===== config.mk =====
export PLATFORM = sky130hd
export DESIGN_NAME = burner_ignition_controller
export DESIGN_NICKNAME = d
export VERILOG_FILES = /design/src/design/bic_pkg.sv /design/src/design/bic_cfg.sv /design/src/design/bic_ctrl.sv /design/src/design/burner_ignition_controller.sv
export SDC_FILE = /design/constraint.sdc
export NUM_CORES = 1
export LEC_CHECK = 0
export ABC_AREA = 1
export BUFFER_PORTS_ARGS = -buffer_cell sky130_fd_sc_hd__buf_2
export CAP_MARGIN = 20
export CORE_MARGIN = 3
export CORE_UTILIZATION = 30
export DETAILED_ROUTE_END_ITERATION = 10
export PLACE_DENSITY_LB_ADDON = 0.3
export SLEW_MARGIN = 10
export SYNTH_ARGS = -nofsm -noshare
export SYNTH_HDL_FRONTEND = slang
export SYNTH_SLANG_ARGS = --single-unit
export TNS_END_PERCENT = 30

===== constraint.sdc =====
create_clock -name clk -period 9.67 [get_ports clk]
set_input_delay 1.934 -clock clk [delete_from_list [all_inputs] [get_ports clk]]
set_output_delay 1.934 -clock clk [all_outputs]
set_load 0.05 [all_outputs]

===== src/design/bic_pkg.sv =====
// shared types and constants for the burner ignition controller
package bic_pkg;

	localparam int TIMER_BITS = 16;
	localparam int LEN_BITS   = 16;
	localparam int CMP_BITS   = (TIMER_BITS > LEN_BITS) ? TIMER_BITS : LEN_BITS;
	localparam int TEMP_BITS  = 12;
	localparam int WORD_BITS  = 16;
	localparam int ADDR_BITS  = 4;
	localparam int DATA_BITS  = 32;
	localparam int FAULT_BIT  = 2;

	localparam logic [1:0] MODE_IDLE     = 2'd0;
	localparam logic [1:0] MODE_IGNITING = 2'd1;
	localparam logic [1:0] MODE_HEATING  = 2'd2;
	localparam logic [1:0] MODE_ERROR    = 2'd3;

	localparam logic OP_TICK    = 1'b0;
	localparam logic OP_READING = 1'b1;

	localparam logic [1:0] REG_SETPOINT   = 2'd0;
	localparam logic [1:0] REG_HYSTERESIS = 2'd1;
	localparam logic [1:0] REG_LEAD       = 2'd2;
	localparam logic [1:0] REG_OVERLAP    = 2'd3;

	localparam logic [TEMP_BITS-1:0] RST_SETPOINT   = 12'd320;
	localparam logic [TEMP_BITS-1:0] RST_HYSTERESIS = 12'd20;
	localparam logic [LEN_BITS-1:0]  RST_LEAD       = 16'd3000;
	localparam logic [LEN_BITS-1:0]  RST_OVERLAP    = 16'd1000;

	typedef enum logic [3:0] {
		ST_IDLE     = 4'b0001,
		ST_IGNITING = 4'b0010,
		ST_HEATING  = 4'b0100,
		ST_ERROR    = 4'b1000
	} burner_state_t;

	typedef struct packed {
		logic [TEMP_BITS-1:0] setpoint_q;
		logic [TEMP_BITS-1:0] hysteresis_q;
		logic [LEN_BITS-1:0]  ignite_lead_ms;
		logic [LEN_BITS-1:0]  overlap_ms;
	} cfg_t;

	typedef struct packed {
		logic                 opcode;
		logic [WORD_BITS-1:0] sensor_word;
		logic                 read_ok;
	} item_t;

	typedef struct packed {
		logic                 igniter_on;
		logic                 gas_on;
		logic [1:0]           mode;
		logic [TEMP_BITS-1:0] temperature_q;
		logic                 temperature_valid;
	} result_t;

endpackage


===== src/design/bic_cfg.sv =====
// apb configuration registers for the burner ignition controller
module bic_cfg (
	input  logic                          clk,
	input  logic                          arst_n,
	input  logic                          psel,
	input  logic                          penable,
	input  logic                          pwrite,
	input  logic [bic_pkg::ADDR_BITS-1:0] paddr,
	input  logic [bic_pkg::DATA_BITS-1:0] pwdata,
	output logic [bic_pkg::DATA_BITS-1:0] prdata,
	output logic                          pready,
	output bic_pkg::cfg_t                 cfg
);

	bic_pkg::cfg_t cfg_q;
	logic [1:0]    reg_idx;
	logic          wr_en;

	assign reg_idx = paddr[3:2];
	assign wr_en   = psel && penable && pwrite;
	assign pready  = 1'b1;
	assign cfg     = cfg_q;

	always_ff @(posedge clk or negedge arst_n) begin
		if (!arst_n) begin
			cfg_q.setpoint_q     <= bic_pkg::RST_SETPOINT;
			cfg_q.hysteresis_q   <= bic_pkg::RST_HYSTERESIS;
			cfg_q.ignite_lead_ms <= bic_pkg::RST_LEAD;
			cfg_q.overlap_ms     <= bic_pkg::RST_OVERLAP;
		end else if (wr_en) begin
			unique case (reg_idx)
				bic_pkg::REG_SETPOINT:   cfg_q.setpoint_q     <= pwdata[bic_pkg::TEMP_BITS-1:0];
				bic_pkg::REG_HYSTERESIS: cfg_q.hysteresis_q   <= pwdata[bic_pkg::TEMP_BITS-1:0];
				bic_pkg::REG_LEAD:       cfg_q.ignite_lead_ms <= pwdata[bic_pkg::LEN_BITS-1:0];
				bic_pkg::REG_OVERLAP:    cfg_q.overlap_ms     <= pwdata[bic_pkg::LEN_BITS-1:0];
				default: ;
			endcase
		end
	end

	always_comb begin
		unique case (reg_idx)
			bic_pkg::REG_SETPOINT:   prdata = bic_pkg::DATA_BITS'(cfg_q.setpoint_q);
			bic_pkg::REG_HYSTERESIS: prdata = bic_pkg::DATA_BITS'(cfg_q.hysteresis_q);
			bic_pkg::REG_LEAD:       prdata = bic_pkg::DATA_BITS'(cfg_q.ignite_lead_ms);
			bic_pkg::REG_OVERLAP:    prdata = bic_pkg::DATA_BITS'(cfg_q.overlap_ms);
			default:                 prdata = '0;
		endcase
	end

endmodule


===== src/design/bic_ctrl.sv =====
// burner sequence state and next-state logic for one transaction
module bic_ctrl (
	input  logic              clk,
	input  logic              arst_n,
	input  logic              en,
	input  bic_pkg::item_t    item,
	input  bic_pkg::cfg_t     cfg,
	output bic_pkg::result_t  result
);

	localparam logic [bic_pkg::TIMER_BITS-1:0] TIMER_MAX = '1;

	bic_pkg::burner_state_t            state_q, state_d;
	logic                              gas_phase_q, gas_phase_d;
	logic [bic_pkg::TIMER_BITS-1:0]    timer_q, timer_d;
	logic [bic_pkg::TEMP_BITS-1:0]     temp_q, temp_d;
	logic                              known_q, known_d;
	logic                              igniter_q, igniter_d;
	logic                              valve_q, valve_d;

	logic [bic_pkg::TIMER_BITS-1:0]    timer_inc;
	logic [bic_pkg::LEN_BITS-1:0]      phase_len;
	logic                              phase_done;
	logic [bic_pkg::TEMP_BITS:0]       relight_sum;
	logic                              relight;
	logic                              reached;

	always_comb begin
		timer_inc   = (timer_q == TIMER_MAX) ? timer_q : timer_q + bic_pkg::TIMER_BITS'(1);
		phase_len   = gas_phase_q ? cfg.overlap_ms : cfg.ignite_lead_ms;
		// a length beyond the timer range ends the phase when the timer saturates
		phase_done  = (bic_pkg::CMP_BITS'(timer_inc) >= bic_pkg::CMP_BITS'(phase_len))
			|| (timer_inc == TIMER_MAX);
		// temperature below setpoint minus hysteresis, without a signed threshold
		relight_sum = {1'b0, temp_q} + {1'b0, cfg.hysteresis_q};
		relight     = known_q && (relight_sum < {1'b0, cfg.setpoint_q});
		reached     = known_q && (temp_q >= cfg.setpoint_q);
	end

	always_comb begin
		state_d     = state_q;
		gas_phase_d = gas_phase_q;
		timer_d     = timer_q;
		temp_d      = temp_q;
		known_d     = known_q;
		igniter_d   = igniter_q;
		valve_d     = valve_q;
		if (item.opcode == bic_pkg::OP_TICK) begin
			unique case (state_q)
				bic_pkg::ST_IDLE: begin
					if (relight) begin
						state_d     = bic_pkg::ST_IGNITING;
						gas_phase_d = 1'b0;
						timer_d     = '0;
						igniter_d   = 1'b1;
						valve_d     = 1'b0;
					end
				end
				bic_pkg::ST_IGNITING: begin
					if (!phase_done) begin
						timer_d = timer_inc;
					end else if (!gas_phase_q) begin
						valve_d     = 1'b1;
						gas_phase_d = 1'b1;
						timer_d     = '0;
					end else begin
						igniter_d   = 1'b0;
						gas_phase_d = 1'b0;
						timer_d     = '0;
						state_d     = bic_pkg::ST_HEATING;
					end
				end
				bic_pkg::ST_HEATING: begin
					if (reached) begin
						igniter_d = 1'b0;
						valve_d   = 1'b0;
						state_d   = bic_pkg::ST_IDLE;
					end
				end
				default: begin
					igniter_d = 1'b0;
					valve_d   = 1'b0;
				end
			endcase
		end else if (!item.read_ok || item.sensor_word[bic_pkg::FAULT_BIT]) begin
			// a fault bit also drops the temperature, a failed read keeps it
			if (item.read_ok) begin
				known_d = 1'b0;
			end
			state_d     = bic_pkg::ST_ERROR;
			gas_phase_d = 1'b0;
			timer_d     = '0;
			igniter_d   = 1'b0;
			valve_d     = 1'b0;
		end else begin
			// top bit of the 13-bit reading saturates to full scale
			temp_d  = item.sensor_word[15] ? '1 : item.sensor_word[14:3];
			known_d = 1'b1;
			if (state_q == bic_pkg::ST_ERROR) begin
				state_d = bic_pkg::ST_IDLE;
			end
		end
	end

	always_ff @(posedge clk or negedge arst_n) begin
		if (!arst_n) begin
			state_q     <= bic_pkg::ST_IDLE;
			gas_phase_q <= 1'b0;
			timer_q     <= '0;
			temp_q      <= '0;
			known_q     <= 1'b0;
			igniter_q   <= 1'b0;
			valve_q     <= 1'b0;
		end else if (en) begin
			state_q     <= state_d;
			gas_phase_q <= gas_phase_d;
			timer_q     <= timer_d;
			temp_q      <= temp_d;
			known_q     <= known_d;
			igniter_q   <= igniter_d;
			valve_q     <= valve_d;
		end
	end

	always_comb begin
		result.igniter_on        = igniter_d;
		result.gas_on            = valve_d;
		result.temperature_q     = temp_d;
		result.temperature_valid = known_d;
		unique case (state_d)
			bic_pkg::ST_IDLE:     result.mode = bic_pkg::MODE_IDLE;
			bic_pkg::ST_IGNITING: result.mode = bic_pkg::MODE_IGNITING;
			bic_pkg::ST_HEATING:  result.mode = bic_pkg::MODE_HEATING;
			default:              result.mode = bic_pkg::MODE_ERROR;
		endcase
	end

endmodule


===== src/design/burner_ignition_controller.sv =====
// Gas burner ignition controller. Each input transaction (a 1 ms tick or a thermocouple word)
// produces exactly one result transaction with the drive outputs, mode and stored temperature
// as they stand after that item. One item is accepted per clock while in_stall is low: the
// item is captured in an input register, the control state is updated as it moves into the
// result register, and the result register holds it while out_stall is high. Configuration
// registers are written through the apb port at byte addresses 0, 4, 8 and 12.
module burner_ignition_controller (
	input  logic                          clk,
	input  logic                          arst_n,
	input  logic                          in_valid,
	output logic                          in_stall,
	input  logic                          opcode,
	input  logic [bic_pkg::WORD_BITS-1:0] sensor_word,
	input  logic                          read_ok,
	output logic                          out_valid,
	input  logic                          out_stall,
	output logic                          igniter_on,
	output logic                          gas_on,
	output logic [1:0]                    mode,
	output logic [bic_pkg::TEMP_BITS-1:0] temperature_q,
	output logic                          temperature_valid,
	input  logic                          psel,
	input  logic                          penable,
	input  logic                          pwrite,
	input  logic [bic_pkg::ADDR_BITS-1:0] paddr,
	input  logic [bic_pkg::DATA_BITS-1:0] pwdata,
	output logic [bic_pkg::DATA_BITS-1:0] prdata,
	output logic                          pready
);

	bic_pkg::cfg_t    cfg;
	bic_pkg::item_t   item_s1;
	bic_pkg::result_t res_next;
	bic_pkg::result_t res_s2;
	logic             valid_s1;
	logic             valid_s2;
	logic             advance;

	// result register can take a new value when empty or being drained
	assign advance  = !valid_s2 || !out_stall;
	assign in_stall = valid_s1 && !advance;

	always_ff @(posedge clk or negedge arst_n) begin
		if (!arst_n) begin
			valid_s1 <= 1'b0;
		end else if (!in_stall) begin
			valid_s1 <= in_valid;
		end
	end

	always_ff @(posedge clk) begin
		if (!in_stall && in_valid) begin
			item_s1.opcode      <= opcode;
			item_s1.sensor_word <= sensor_word;
			item_s1.read_ok     <= read_ok;
		end
	end

	always_ff @(posedge clk or negedge arst_n) begin
		if (!arst_n) begin
			valid_s2 <= 1'b0;
		end else if (advance) begin
			valid_s2 <= valid_s1;
		end
	end

	always_ff @(posedge clk) begin
		if (advance && valid_s1) begin
			res_s2 <= res_next;
		end
	end

	bic_cfg u_cfg (
		.clk     (clk),
		.arst_n  (arst_n),
		.psel    (psel),
		.penable (penable),
		.pwrite  (pwrite),
		.paddr   (paddr),
		.pwdata  (pwdata),
		.prdata  (prdata),
		.pready  (pready),
		.cfg     (cfg)
	);

	bic_ctrl u_ctrl (
		.clk    (clk),
		.arst_n (arst_n),
		.en     (valid_s1 && advance),
		.item   (item_s1),
		.cfg    (cfg),
		.result (res_next)
	);

	assign out_valid         = valid_s2;
	assign igniter_on        = res_s2.igniter_on;
	assign gas_on            = res_s2.gas_on;
	assign mode              = res_s2.mode;
	assign temperature_q     = res_s2.temperature_q;
	assign temperature_valid = res_s2.temperature_valid;

endmodule


==> results.cfg <==
[status]
status = finished clean

[worst_setup_path]
end_kind = output port
cp_cell_sequence = buf_2 -> inv_1 -> nor2_1 -> buf_4 -> nand2_1 -> a22oi_1 -> buf_2
worstPathMaxFanout = 12
cp-start-kind = input pin
cp_slowest_cell = buf_2
criticalPathCategory = input pin to output port
arrival_ns = 3.43
cpMostUsedCell = buf_2
cp_data_required_time_ns = 7.74
max_stage_delay_ns = 0.33

[clock_tree]
cts_buffers = 17
cts_max_level = 4
clockBufferDepth = 2
clkTransAtPathRegs_ns = 0.07
root_buffer = clkbuf_16
cts_tree = yes
cts_sinks = 127
cts_resized = 0
insertion_delay_ns = 0.43
cts_hold_buf = 0
post_cts_buffers = 0

[synthesis]
synth_top_family_by_area = simple AND/OR/NAND/NOR gates
synth_xor_area_share_pct = 1.585
synthDistinctLibCells = 44
synth.yosys.seq_area_share_pct = 43.51
netlist_area_um2 = 7735
yosys_warnings = 0
synth_adder_area_share_pct = 8.670
ys_ff_latch = 127
yosys.area_share.simple_pct = 22.65
synth_cells = 977
muxShareOfSynthArea_pct = 1.165
syn_area_per_cell_um2 = 7.917
synth_compound_area_share_pct = 12.73

[floorplan]
boundaryPins = 113
die-area_um2 = 27750
core.rowCount = 58
die_width_um = 166.6
dieHeight_um = 166.6
core_region_area_um2 = 25250
start_util_pct = 30.63

[route]
drc = 0
drtIter0Drc = 347
final_antenna_net_count = 0
dr.pass1.iters = 4
via_count = 6291
vias_per_cell = 4.516
routedWlPerCell_um = 13.67
detail_route.wirelength_um = 19040

[global_route]
grt_first_pass_wirelength_um = 31910
grt_overflow = 0
antenna_found_initial = 0
grt_usage_pct = 14.11
grt_max_degree = 49
grt_pass1_vias = 6250

[placement]
place_congestion = 0.8364
io_buffers = 75
dp.final_hpwl_um = 14180

[final_layout]
regArea_um2 = 3366
synthToLayoutAreaGrowth_pct = 15.85
final_nets = 1164
fillers = 2678
multi_input_area_um2 = 3692
n_antenna_cell = 0
drive_above_1_share_pct = 14.86

[timing]
clock_skew_ns = 0.01223
hold_viol_final = 0
max_freq_mhz = 186.4
period_share_pct = 55.49
drv_slew = 0
fin_tns_setup_ns = 0
tightest_slew_ns = 1.093
max-slew-margin-rel_pct = 27.15
rsz0062_at_grt = no
whs_ns = 0.4771
period_minus_slack_ns = 5.366
finalSetupViolations = 0

[power_and_ir_drop]
max-vdd-ir-drop_mv = 0.1251
leakagePower_nw = 4.359
p_total_w = 0.002035
power_density_nw_per_um2 = 227.1

[worst_hold_path]
hold_path.class = register to register

[run]
drv_cap = 0
==> kinds of logic (layout without fill, tap and decap cells) <==
| logic type | count (synthesis) | count (layout) |
|---|---|---|
| adders and majority gates | 53 | 53 |
| xor gates and xnor gates | 14 | 14 |
| muxes | 9 | 9 |
| other | 2 | 17 |
| DFF | 127 | 127 |
| buffers and inverters | 175 | 246 |
| AOI/OAI and AO/OA | 180 | 180 |
| and+or+nand+nor | 417 | 417 |
==> flip-flops by register name, indices dropped and copies added, names as in the netlist, 2 cells and up <==
| signal | cells |
|---|---|
| mode | 2 |
| item_s1 | 16 |
| u_ctrl.temp_q | 12 |
| temperature_q | 12 |
| u_cfg.cfg | 56 |
| u_ctrl.state_q | 4 |
| u_ctrl.timer_q | 16 |
==> worst paths after layout <==
kind,startpoint,end,slack (ns),depth (start not counted)
worst max-delay path,paddr[3],prdata[6],4.30,7
worst max register to register,u_cfg.cfg[34],u_ctrl.gas_phase_q,5.60,22
worst min register to register,valid_s1,out_valid,0.48,2
max in group asynchronous,arst_n,u_ctrl.known_q,7.02,2
worst min-delay path,valid_s1,out_valid,0.48,2
min in group asynchronous,arst_n,u_cfg.cfg[14],1.53,1
==> critical path, delay by kind of cell <==
| family | cells | cell delay [ns] |
|---|---|---|
| compound gates | 1 | 0.29 |
| buf+inv | 4 | 0.86 |
| simple gates | 2 | 0.33 |
==> Yosys cell counts, drive strengths merged <==
cell type | instances | area (um^2)
a221oi | 8 | 70.07
a22oi | 8 | 60.06
dfstp | 18 | 473.0
xnor2 | 7 | 61.31
o2111ai | 2 | 17.52
mux2i | 9 | 90.09
nor4 | 1 | 6.260
edfxtp | 33 | 991.0
o211ai | 1 | 7.510
xor2 | 7 | 61.31
clkbuf | 21 | 78.83
a31oi | 2 | 12.51
nor3 | 3 | 15.01
inv | 129 | 484.2
nand3b | 1 | 7.510
o22ai | 1 | 6.260
and3 | 1 | 6.260
a21boi | 1 | 7.510
and2 | 1 | 6.260
nand3 | 51 | 265.3
o21ai | 126 | 638.1
nand2 | 287 | 1115
buf | 23 | 171.4
o21bai | 2 | 15.01
clkinv | 2 | 7.510
dfrtp | 76 | 1902
nor2 | 60 | 255.2
nand4 | 12 | 75.07
a21oi | 27 | 135.1
o21a | 2 | 15.01
ha | 52 | 650.6
fa | 1 | 20.02
conb | 2 | 7.510
==> power by group <==
part | total [W] | switching (W) | internal, W
Clock | 0.000605 | 0.000271 | 0.000335
Sequential | 0.000748 | 0.0000808 | 0.000667
Combinational | 0.000682 | 0.000444 | 0.000238
==> metal layers <==
layer  global-route usage [%]  up-vias  share of wire [%]
li1                         -     3324                  -
met5                        0        -                  0
met3                    2.279       22                2.9
met1                    19.66     2852                 50
met2                    22.37       93                 45
met4                    4.842        0                1.6
==> cell usage in the layout, fill, tap and decap left out, drive strengths merged, types with 9 or more instances in the layout <==
cell | netlist | routed
dfstp | 18 | 18
a21oi | 27 | 27
o21ai | 126 | 126
nand4 | 12 | 12
inv | 129 | 135
conb | 2 | 17
dfrtp | 76 | 76
buf | 23 | 83
edfxtp | 33 | 33
clkbuf | 21 | 17
ha | 52 | 52
mux2i | 9 | 9
nor2 | 60 | 60
nand2 | 287 | 287
nand3 | 51 | 51
==> stage by stage <==
stage / worst slack, ns / area, um^2 / utilization (%) / std cells
3_5_place_dp: 4.291 / 8393 / 33.23 / 1360
5_1_grt: 4.191 / 8961 / 35.48 / 1393
3_3_place_gp: 4.316 / 8393 / 33.23 / 1360
4_1_cts: 4.287 / 8946 / 35.42 / 1392
2_1_floorplan: 4.305 / 7791 / - / 992
6_report: 4.304 / 8961 / 35.48 / 1393
==> final cells by class <==
type / instances / share of cell area [%]
Timing Repair Buffer: 83 / 4.971
Inverter: 131 / 5.487
Sequential cell: 127 / 37.56
Multi-Input combinational cell: 690 / 41.20
Clock inverter: 15 / 1.424
Tap cell: 330 / 4.608
Clock buffer: 17 / 4.747
No activity file was read; power rests on OpenSTA's default activity.
